[src/rtl/yfrc_pkg.sv]
// Shared constants, register indexes and types of the yaw follow rate controller.
package yfrc_pkg;

	localparam int CfgIdxW   = 3;
	localparam int CfgDataW  = 16;
	localparam int FifoDepth = 4;
	localparam int FifoPtrW  = 2;

	localparam logic [CfgIdxW-1:0] REG_ANGLE_DEADBAND = 3'd0;
	localparam logic [CfgIdxW-1:0] REG_KNEE_ANGLE     = 3'd1;
	localparam logic [CfgIdxW-1:0] REG_GAIN_SMALL     = 3'd2;
	localparam logic [CfgIdxW-1:0] REG_GAIN_LARGE     = 3'd3;
	localparam logic [CfgIdxW-1:0] REG_FF_GAIN        = 3'd4;
	localparam logic [CfgIdxW-1:0] REG_RATE_LIMIT     = 3'd5;
	localparam logic [CfgIdxW-1:0] REG_STEP_LIMIT     = 3'd6;
	localparam logic [CfgIdxW-1:0] REG_RATE_DEADBAND  = 3'd7;

	localparam logic signed [16:0] FF_SAT = 17'sd65535;

	typedef struct packed {
		logic [11:0] angle_deadband;
		logic [15:0] knee_angle;
		logic [13:0] gain_small;
		logic [13:0] gain_large;
		logic [10:0] ff_gain;
		logic [15:0] rate_limit;
		logic [15:0] step_limit;
		logic [14:0] rate_deadband;
	} cfg_t;

	typedef struct packed {
		logic signed [16:0] feedback_part;
		logic signed [16:0] feedforward_part;
	} part_t;

endpackage

[src/rtl/yfrc_in_if.sv]
// Input channel: heading offset and lead rate with valid/ready.
interface yfrc_in_if;
	logic               valid;
	logic               ready;
	logic signed [16:0] heading_offset;
	logic signed [19:0] lead_rate;

	modport source(output valid, heading_offset, lead_rate, input ready);
	modport sink(input valid, heading_offset, lead_rate, output ready);
endinterface

[src/rtl/yfrc_out_if.sv]
// Output channel: rate target, feedback and feedforward parts with valid/ready.
interface yfrc_out_if;
	logic               valid;
	logic               ready;
	logic signed [16:0] rate_target;
	logic signed [16:0] feedback_part;
	logic signed [16:0] feedforward_part;

	modport source(output valid, rate_target, feedback_part, feedforward_part, input ready);
	modport sink(input valid, rate_target, feedback_part, feedforward_part, output ready);
endinterface

[src/rtl/yfrc_front.sv]
// Front end: deadbands, two-slope gain, feedforward gain and saturation, two stages.
module yfrc_front (
	input  logic           clk,
	input  logic           arst_n,
	input  yfrc_pkg::cfg_t cfg,
	yfrc_in_if.sink        in_ch,
	output logic           q_valid,
	output yfrc_pkg::part_t q_data,
	input  logic           q_ready
);
	import yfrc_pkg::*;

	logic               ready_s1, ready_s2;
	logic               valid_s1, valid_s2;

	logic signed [17:0] off_x, adb, e;
	logic        [17:0] e_abs;
	logic        [16:0] mag, knee_x, mul_a, diff;
	logic               above, neg;
	logic signed [20:0] lead_x, rdb, ffd;

	logic               neg_s1;
	logic        [16:0] mul_a_s1, diff_s1;
	logic signed [19:0] ffd_s1;

	logic               neg_s2;
	logic        [30:0] p_small_s2, p_large_s2;
	logic signed [31:0] p_ff_s2;

	logic        [23:0] mag_sum;
	logic        [15:0] mag_c;
	logic signed [23:0] ff_sh;

	assign ready_s2    = !valid_s2 || q_ready;
	assign ready_s1    = !valid_s1 || ready_s2;
	assign in_ch.ready = ready_s1;

	always_comb begin
		off_x = {in_ch.heading_offset[16], in_ch.heading_offset};
		adb   = $signed({6'b0, cfg.angle_deadband});
		if (off_x > adb) begin
			e = off_x - adb;
		end else if (off_x < -adb) begin
			e = off_x + adb;
		end else begin
			e = '0;
		end
		e_abs  = e[17] ? 18'(-e) : 18'(e);
		mag    = e_abs[16:0];
		neg    = !e[17] && (e != '0);
		knee_x = {1'b0, cfg.knee_angle};
		above  = mag > knee_x;
		mul_a  = above ? knee_x : mag;
		diff   = above ? 17'(mag - knee_x) : '0;

		lead_x = {in_ch.lead_rate[19], in_ch.lead_rate};
		rdb    = $signed({6'b0, cfg.rate_deadband});
		if (lead_x > rdb) begin
			ffd = lead_x - rdb;
		end else if (lead_x < -rdb) begin
			ffd = lead_x + rdb;
		end else begin
			ffd = '0;
		end
	end

	always_ff @(posedge clk or negedge arst_n) begin
		if (!arst_n) begin
			valid_s1 <= 1'b0;
			valid_s2 <= 1'b0;
		end else begin
			if (ready_s1) begin
				valid_s1 <= in_ch.valid;
			end
			if (ready_s2) begin
				valid_s2 <= valid_s1;
			end
		end
	end

	always_ff @(posedge clk) begin
		if (in_ch.valid && ready_s1) begin
			neg_s1   <= neg;
			mul_a_s1 <= mul_a;
			diff_s1  <= diff;
			ffd_s1   <= ffd[19:0];
		end
		if (valid_s1 && ready_s2) begin
			neg_s2     <= neg_s1;
			p_small_s2 <= 31'(cfg.gain_small) * 31'(mul_a_s1);
			p_large_s2 <= 31'(cfg.gain_large) * 31'(diff_s1);
			p_ff_s2    <= 32'(ffd_s1) * $signed(32'({1'b0, cfg.ff_gain}));
		end
	end

	always_comb begin
		mag_sum = 24'(p_small_s2[30:8]) + 24'(p_large_s2[30:8]);
		mag_c   = (mag_sum > 24'(cfg.rate_limit)) ? cfg.rate_limit : mag_sum[15:0];
		q_data.feedback_part = neg_s2 ? -$signed({1'b0, mag_c}) : $signed({1'b0, mag_c});

		ff_sh = p_ff_s2[31:8];
		if (ff_sh > 24'(FF_SAT)) begin
			q_data.feedforward_part = FF_SAT;
		end else if (ff_sh < -24'(FF_SAT)) begin
			q_data.feedforward_part = -FF_SAT;
		end else begin
			q_data.feedforward_part = ff_sh[16:0];
		end
	end

	assign q_valid = valid_s2;

endmodule

[src/rtl/yfrc_fifo.sv]
// Short queue between front and back end.
module yfrc_fifo (
	input  logic            clk,
	input  logic            arst_n,
	input  logic            push_valid,
	output logic            push_ready,
	input  yfrc_pkg::part_t push_data,
	output logic            pop_valid,
	input  logic            pop_ready,
	output yfrc_pkg::part_t pop_data
);
	import yfrc_pkg::*;

	part_t               mem_q [FifoDepth];
	logic [FifoPtrW-1:0] wr_ptr_q, rd_ptr_q;
	logic [FifoPtrW:0]   count_q;
	logic                push, pop;

	assign push_ready = count_q != (FifoPtrW+1)'(FifoDepth);
	assign pop_valid  = count_q != '0;
	assign push       = push_valid && push_ready;
	assign pop        = pop_valid && pop_ready;
	assign pop_data   = mem_q[rd_ptr_q];

	always_ff @(posedge clk or negedge arst_n) begin
		if (!arst_n) begin
			wr_ptr_q <= '0;
			rd_ptr_q <= '0;
			count_q  <= '0;
		end else begin
			if (push) begin
				wr_ptr_q <= wr_ptr_q + 1'b1;
			end
			if (pop) begin
				rd_ptr_q <= rd_ptr_q + 1'b1;
			end
			if (push && !pop) begin
				count_q <= count_q + 1'b1;
			end else if (pop && !push) begin
				count_q <= count_q - 1'b1;
			end
		end
	end

	always_ff @(posedge clk) begin
		if (push) begin
			mem_q[wr_ptr_q] <= push_data;
		end
	end

endmodule

[src/rtl/yfrc_back.sv]
// Back end: sum clamp, slew limit against the stored target, output register.
module yfrc_back (
	input  logic            clk,
	input  logic            arst_n,
	input  yfrc_pkg::cfg_t  cfg,
	input  logic            pop_valid,
	output logic            pop_ready,
	input  yfrc_pkg::part_t pop_data,
	yfrc_out_if.source      out_ch
);
	import yfrc_pkg::*;

	logic signed [16:0] last_target_q;
	logic               out_valid_q;
	logic signed [16:0] rate_target_q, feedback_q, feedforward_q;

	logic signed [17:0] sum, lim, sum_c, dlt, stp, tgt;
	logic               take;

	assign pop_ready = !out_valid_q || out_ch.ready;
	assign take      = pop_valid && pop_ready;

	always_comb begin
		sum = 18'(pop_data.feedback_part) + 18'(pop_data.feedforward_part);
		lim = $signed({2'b0, cfg.rate_limit});
		if (sum > lim) begin
			sum_c = lim;
		end else if (sum < -lim) begin
			sum_c = -lim;
		end else begin
			sum_c = sum;
		end
		dlt = sum_c - 18'(last_target_q);
		stp = $signed({2'b0, cfg.step_limit});
		if (dlt > stp) begin
			tgt = 18'(last_target_q) + stp;
		end else if (dlt < -stp) begin
			tgt = 18'(last_target_q) - stp;
		end else begin
			tgt = sum_c;
		end
	end

	always_ff @(posedge clk or negedge arst_n) begin
		if (!arst_n) begin
			out_valid_q   <= 1'b0;
			last_target_q <= '0;
		end else begin
			if (pop_ready) begin
				out_valid_q <= pop_valid;
			end
			if (take) begin
				last_target_q <= tgt[16:0];
			end
		end
	end

	always_ff @(posedge clk) begin
		if (take) begin
			rate_target_q <= tgt[16:0];
			feedback_q    <= pop_data.feedback_part;
			feedforward_q <= pop_data.feedforward_part;
		end
	end

	assign out_ch.valid            = out_valid_q;
	assign out_ch.rate_target      = rate_target_q;
	assign out_ch.feedback_part    = feedback_q;
	assign out_ch.feedforward_part = feedforward_q;

endmodule

[src/rtl/yaw_follow_rate_controller_core.sv]
// Top level: configuration registers, front end, queue and back end.
// From input transfer to result valid, an item passes the two front stages, the queue and the output register.
// Throughput: one item per cycle while the output accepts results, set by the two-stage front and the back end.
// The queue holds up to 4 classified items while the output stalls.
// Reset clears all valid state and the stored target to 0, registers to their defaults.
module yaw_follow_rate_controller_core (
	input  logic                          clk,
	input  logic                          arst_n,
	input  logic                          cfg_we,
	input  logic [yfrc_pkg::CfgIdxW-1:0]  cfg_index,
	input  logic [yfrc_pkg::CfgDataW-1:0] cfg_data,
	yfrc_in_if.sink                       in_ch,
	yfrc_out_if.source                    out_ch
);
	import yfrc_pkg::*;

	cfg_t  cfg_q;
	logic  fq_in_valid, fq_in_ready, fq_out_valid, fq_out_ready;
	part_t fq_in_data, fq_out_data;

	always_ff @(posedge clk or negedge arst_n) begin
		if (!arst_n) begin
			cfg_q.angle_deadband <= 12'd128;
			cfg_q.knee_angle     <= 16'd1024;
			cfg_q.gain_small     <= 14'd3840;
			cfg_q.gain_large     <= 14'd1792;
			cfg_q.ff_gain        <= 11'd0;
			cfg_q.rate_limit     <= 16'd30720;
			cfg_q.step_limit     <= 16'd768;
			cfg_q.rate_deadband  <= 15'd205;
		end else if (cfg_we) begin
			unique case (cfg_index)
				REG_ANGLE_DEADBAND: cfg_q.angle_deadband <= cfg_data[11:0];
				REG_KNEE_ANGLE:     cfg_q.knee_angle     <= cfg_data;
				REG_GAIN_SMALL:     cfg_q.gain_small     <= cfg_data[13:0];
				REG_GAIN_LARGE:     cfg_q.gain_large     <= cfg_data[13:0];
				REG_FF_GAIN:        cfg_q.ff_gain        <= cfg_data[10:0];
				REG_RATE_LIMIT:     cfg_q.rate_limit     <= cfg_data;
				REG_STEP_LIMIT:     cfg_q.step_limit     <= cfg_data;
				REG_RATE_DEADBAND:  cfg_q.rate_deadband  <= cfg_data[14:0];
			endcase
		end
	end

	yfrc_front u_front (
		.clk     (clk),
		.arst_n  (arst_n),
		.cfg     (cfg_q),
		.in_ch   (in_ch),
		.q_valid (fq_in_valid),
		.q_data  (fq_in_data),
		.q_ready (fq_in_ready)
	);

	yfrc_fifo u_fifo (
		.clk        (clk),
		.arst_n     (arst_n),
		.push_valid (fq_in_valid),
		.push_ready (fq_in_ready),
		.push_data  (fq_in_data),
		.pop_valid  (fq_out_valid),
		.pop_ready  (fq_out_ready),
		.pop_data   (fq_out_data)
	);

	yfrc_back u_back (
		.clk       (clk),
		.arst_n    (arst_n),
		.cfg       (cfg_q),
		.pop_valid (fq_out_valid),
		.pop_ready (fq_out_ready),
		.pop_data  (fq_out_data),
		.out_ch    (out_ch)
	);

`ifndef SYNTHESIS
	a_fb_in_limit: assert property (@(posedge clk) disable iff (!arst_n)
		out_ch.valid |-> (out_ch.feedback_part <= $signed({1'b0, cfg_q.rate_limit}))
			&& (out_ch.feedback_part >= -$signed({1'b0, cfg_q.rate_limit})))
		else $error("feedback part exceeds rate limit");

	a_ff_sat: assert property (@(posedge clk) disable iff (!arst_n)
		out_ch.valid |-> (out_ch.feedforward_part != -17'sd65536))
		else $error("feedforward part below saturation bound");

	a_queue_hold: assert property (@(posedge clk) disable iff (!arst_n)
		(fq_in_valid && !fq_in_ready) |=> (fq_in_valid && $stable(fq_in_data)))
		else $error("front end dropped a stalled transfer");
`endif

endmodule

[src/flat_wrapper.sv]
// flat-port wrapper written by rule: the top's interface ports become plain ports
module yaw_follow_rate_controller_core_flat import yfrc_pkg::*;
  (clk, arst_n, cfg_we, cfg_index, cfg_data, in_ch_valid, in_ch_heading_offset, in_ch_lead_rate, in_ch_ready, out_ch_valid, out_ch_rate_target, out_ch_feedback_part, out_ch_feedforward_part, out_ch_ready);
  yfrc_in_if in_ch_i ();
  yfrc_out_if out_ch_i ();
  input  logic clk;
  input  logic arst_n;
  input  logic cfg_we;
  input  logic [yfrc_pkg::CfgIdxW-1:0] cfg_index;
  input  logic [yfrc_pkg::CfgDataW-1:0] cfg_data;
  input wire logic [$bits(in_ch_i.valid)-1:0] in_ch_valid;
  input wire logic [$bits(in_ch_i.heading_offset)-1:0] in_ch_heading_offset;
  input wire logic [$bits(in_ch_i.lead_rate)-1:0] in_ch_lead_rate;
  output wire logic [$bits(in_ch_i.ready)-1:0] in_ch_ready;
  output wire logic [$bits(out_ch_i.valid)-1:0] out_ch_valid;
  output wire logic [$bits(out_ch_i.rate_target)-1:0] out_ch_rate_target;
  output wire logic [$bits(out_ch_i.feedback_part)-1:0] out_ch_feedback_part;
  output wire logic [$bits(out_ch_i.feedforward_part)-1:0] out_ch_feedforward_part;
  input wire logic [$bits(out_ch_i.ready)-1:0] out_ch_ready;
  assign in_ch_i.valid = in_ch_valid;
  assign in_ch_i.heading_offset = in_ch_heading_offset;
  assign in_ch_i.lead_rate = in_ch_lead_rate;
  assign in_ch_ready = in_ch_i.ready;
  assign out_ch_valid = out_ch_i.valid;
  assign out_ch_rate_target = out_ch_i.rate_target;
  assign out_ch_feedback_part = out_ch_i.feedback_part;
  assign out_ch_feedforward_part = out_ch_i.feedforward_part;
  assign out_ch_i.ready = out_ch_ready;
  yaw_follow_rate_controller_core u_core (.clk(clk), .arst_n(arst_n), .cfg_we(cfg_we), .cfg_index(cfg_index), .cfg_data(cfg_data), .in_ch(in_ch_i), .out_ch(out_ch_i));
endmodule
[config.mk]
export PLATFORM = sky130hd
export DESIGN_NAME = yaw_follow_rate_controller_core_flat
export DESIGN_NICKNAME = d
export VERILOG_FILES = /design/src/rtl/yfrc_pkg.sv /design/src/rtl/yfrc_in_if.sv /design/src/rtl/yfrc_out_if.sv /design/src/rtl/yfrc_front.sv /design/src/rtl/yfrc_fifo.sv /design/src/rtl/yfrc_back.sv /design/src/rtl/yaw_follow_rate_controller_core.sv /design/src/flat_wrapper.sv
export SDC_FILE = /design/constraint.sdc
export NUM_CORES = 2
export LEC_CHECK = 0
export BUFFER_PORTS_ARGS = -buffer_cell sky130_fd_sc_hd__buf_2
export CORE_ASPECT_RATIO = 0.5
export CORE_MARGIN = 8
export CORE_UTILIZATION = 40
export CTS_BUF_LIST = sky130_fd_sc_hd__clkbuf_16
export DETAILED_ROUTE_END_ITERATION = 6
export GPL_TIMING_DRIVEN = 0
export PLACE_DENSITY = 0.59
export SYNTH_ARGS = -nofsm -noshare
export SYNTH_HDL_FRONTEND = slang
export SYNTH_SLANG_ARGS = --single-unit
[constraint.sdc]
create_clock -name clk -period 24 [get_ports clk]
set_input_delay 1.2 -clock clk [delete_from_list [all_inputs] [get_ports clk]]
set_output_delay 1.2 -clock clk [all_outputs]
set_load 0.02 [all_outputs]
==> reports/qor.yml <==
place:
  globalplace.congestion: 0.919
  place.detailed.hpwl_microns: 124000
  buffer_ports.inserted: 109
  dpl_cell_area_sq_um: 55000
  pre_cts_slack_ns: 10.62
yosys:
  synth-main-ff-cell: "sky130_fd_sc_hd__edfxtp_1"
  synth_top_family_by_area: "adder cells"
  synth.distinct_cells: 95
  synthAdderAreaFrac_pct: 34.3
  synth_compound_area_share_pct: 10.2
  synthesis.area_per_instance_sq_um: 9.76
  post_synth_mux_area_share_pct: 4.82
  synth_enable_flop_cells: 313
  synth_top_area_cell: "sky130_fd_sc_hd__fa_1"
  synthArstFlopShare_pct: 31.1
  postSynthCellCount: 5338
  ys_seq_elements: 454
  synth.top_cells.by_area: "sky130_fd_sc_hd__fa_1, sky130_fd_sc_hd__edfxtp_1, sky130_fd_sc_hd__ha_1"
  ys_seq_area_share_pct: 24.9
  post_synth_top_area_share_pct: 21.5
  area_share_of_xor_xnor_cells_in_the_synthesized_design_pct: 3.67
  number_of_nets_in_the_synthesized_netlist: 6492
  synth-simple-area-share_pct: 15.0
  netlist_area_sq_um: 52100
  synthesis.yosys.warnings: 0
cts:
  cts.sink_count: 454
  max-clock-path-buffers: 3
  holdBufCountCts: 0
  postCtsSetupBuffers: 0
  cts_resized: 0
  clockRootBuffer: "sky130_fd_sc_hd__clkbuf_16"
  cts_buffers: 49
  clock_tree.htree_level_count: 2
  worst_setup_hold_path_clk_slew_ns: 0.07
  clk-insertion-delay-late_ns: 0.65
  tritoncts_clock_tree: "yes"
floorplanning:
  number_of_standard_cell_rows_in_the_floorplan: 93
  dieArea_sq_um: 143000
  initial_utilization_pct: 40.4
  core_sq_um: 129000
  chipWidth_microns: 526
  boundaryPins: 114
  die_height_microns: 271
timing:
  finalCriticalPeriod_ns: 13.53
  final-setup-viol-count: 0
  timing.setup.tns_ns: 0
  worstMarginPinSlew_ns: 1.38
  setup_slack_ns: 10.47
  finClkSkew_ns: 0.0318
  final_hold_viol_count: 0
  drv_slew: 0
  fmaxAchievable_mhz: 73.9
  rsz0062_at_grt: "false"
  relSlewSlack_pct: 5.36
  post-route-period-util_pct: 56.4
critical_path:
  crit-reg2reg-launch: "u_core.u_fifo.rd_ptr_q[0]$_DFFE_PN0P_"
  worstSetupEndpointType: "register"
  worst-path-max-fanout: 10
  critPathMaxStageDelay_ns: 0.89
  timing.critical_path.mode_cell: "sky130_fd_sc_hd__clkbuf_1"
  critical_path_arrival_ns: 13.96
  cp_data_required_time_ns: 24.44
  worst-r2r-setup-slack_ns: 10.47
  crit_path_top_delay_cell: "sky130_fd_sc_hd__buf_1"
  critical_path.reg2reg.endpoint: "u_core.u_back.out_ch.rate_target[9]$_DFFE_PP_"
  ff2ff_path_depth: 42
  cp-startpoint: "u_core.u_fifo.rd_ptr_q[0]$_DFFE_PN0P_"
  path_class: "reg2reg"
  critPathLaunchType: "register"
global_route:
  grt_usage_pct: 21.0
  grt_start_max_net_pins: 103
  grt_first_pass_wirelength_microns: 236000
  grt.overflow.total: 0
  vias_in_the_first_global_route: 40200
  grt_antenna_before_repair: 13
drt:
  detail_route.drc_violations: 0
  detail_route.first_pass.iterations: 6
  wl_per_cell_microns: 21.1
  routed-via-count: 39300
  routed_via_density: 5.41
  drtIter0Drc: 3115
  routed_wire_length_microns: 153000
  route.antenna.remaining_nets: 0
final_layout:
  fin_area_sq_um: 56700
  layout.nets: 6659
  drive_gt1_share_pct: 8.04
  final_util_pct: 43.9
  layout_stage_area_growth_over_the_synthesis_result_pct: 8.81
worst_hold_path:
  hold_path_class: "in2async"
run_status:
  run_status: "complete, no violations"
job:
  maxCapViolCount: 0
placed cells by master (no fill, tap or decap), types with 47 or more instances in the layout:
master | synthesis | final
sky130_fd_sc_hd__clkbuf_1 | 197 | 196
sky130_fd_sc_hd__ha_1 | 534 | 534
sky130_fd_sc_hd__nor2_1 | 250 | 250
sky130_fd_sc_hd__xnor2_1 | 161 | 161
sky130_fd_sc_hd__nand2_1 | 588 | 588
sky130_fd_sc_hd__dfrtp_1 | 121 | 121
sky130_fd_sc_hd__nor2b_1 | 48 | 47
sky130_fd_sc_hd__o21ai_0 | 156 | 156
sky130_fd_sc_hd__fa_1 | 559 | 559
sky130_fd_sc_hd__xor2_1 | 55 | 55
sky130_fd_sc_hd__a21o_1 | 72 | 72
sky130_fd_sc_hd__and2_1 | 310 | 305
sky130_fd_sc_hd__nor3_1 | 101 | 101
sky130_fd_sc_hd__clkbuf_16 | 0 | 50
sky130_fd_sc_hd__o21a_1 | 59 | 59
sky130_fd_sc_hd__mux2_2 | 123 | 123
sky130_fd_sc_hd__nand2b_1 | 53 | 53
sky130_fd_sc_hd__buf_2 | 10 | 118
sky130_fd_sc_hd__inv_1 | 768 | 772
sky130_fd_sc_hd__a21oi_1 | 188 | 188
sky130_fd_sc_hd__nand3_1 | 63 | 63
sky130_fd_sc_hd__edfxtp_1 | 313 | 313
critical path: cells and delay by family, from the launching register on:
kind | cells | cell delay, ns
compound gates | 21 | 5.91
buf+inv | 7 | 3.05
fa+ha+maj | 5 | 1.71
mux | 2 | 0.96
simple gates | 6 | 0.93
xor+xnor | 1 | 0.40
flops | 1 | 0.33
final cells by class:
cell class                 count  area (sq um)
tap                         1710          2140
buffer                       222           891
antenna                        3          7.51
timing repair buffer         116           703
multi-input combinational   3894         35400
clock buffer                  50          1250
clock inverter                42           470
inverter                     768          2880
fill                       12300         72300
sequential                   454         13000
sequential cells by signal, summed over array words and instances (netlist names), 20 cells and up:
| register | count |
|---|---|
| u_core.cfg_q | 114 |
| u_core.u_front.p_ff_s2 | 24 |
| u_core.u_front.p_large_s2 | 23 |
| u_core.u_front.p_small_s2 | 23 |
| u_core.u_fifo.mem_q | 136 |
| u_core.u_front.ffd_s1 | 20 |
cell usage after synthesis, drive strengths merged (36+ instances only):
cell type  instances
nor2b             48
nand2            588
a21o              72
xor2              55
nand4             41
nor2             252
dfrtp            121
nand2b            53
clkbuf           197
a21oi            188
fa               559
o21a              59
edfxtp           313
nor3             101
ha               534
inv              768
mux2             123
a31oi             42
mux2i             36
xnor2            161
and2             310
or3               38
nand3             63
o21ai            157
logic make-up after synthesis:
group                      after synthesis
other                                    1
buffers and inverters                  990
DFF                                    454
muxes                                  193
xor gates and xnor gates               217
AOI/OAI and AO/OA                      796
and+or+nand+nor                       1594
adders and majority gates             1093
how the worst max path moves through the flow:
stage,endpoint,slack (ns),cells past startpoint
final,u_core.u_back.out_ch.rate_target[9]$_DFFE_PP_,10.47,42
after global routing,u_core.u_back.out_ch.rate_target[12]$_DFFE_PP_,9.51,42
after CTS,u_core.u_back.out_ch.rate_target[9]$_DFFE_PP_,10.54,42
after detailed placement,u_core.u_back.out_ch.rate_target[9]$_DFFE_PP_,10.62,42
after global placement,u_core.u_back.last_target_q[12]$_DFFE_PN0P_,10.86,42
after floorplan,u_core.u_back.last_target_q[1]$_DFFE_PN0P_,13.71,44
routing by layer:
layer	GRT usage, %	up-vias	wire, microns
li1	-	18200	-
met1	30.1	19600	70900
met2	32.7	1284	65400
met3	4.18	223	12400
met4	5.41	4	4150
met5	0	-	27
stage by stage:
stage / hold WS [ns] / cells
floorplan: 0.400 / 5338
global placement: 0.477 / 7157
detailed placement: 0.486 / 7164
CTS: 0.422 / 7256
global route: 0.437 / 7256
finish: 0.438 / 7259
Power is not shown: default switching activity piles up to over one toggle a cycle in this logic, so the estimate is an artifact.
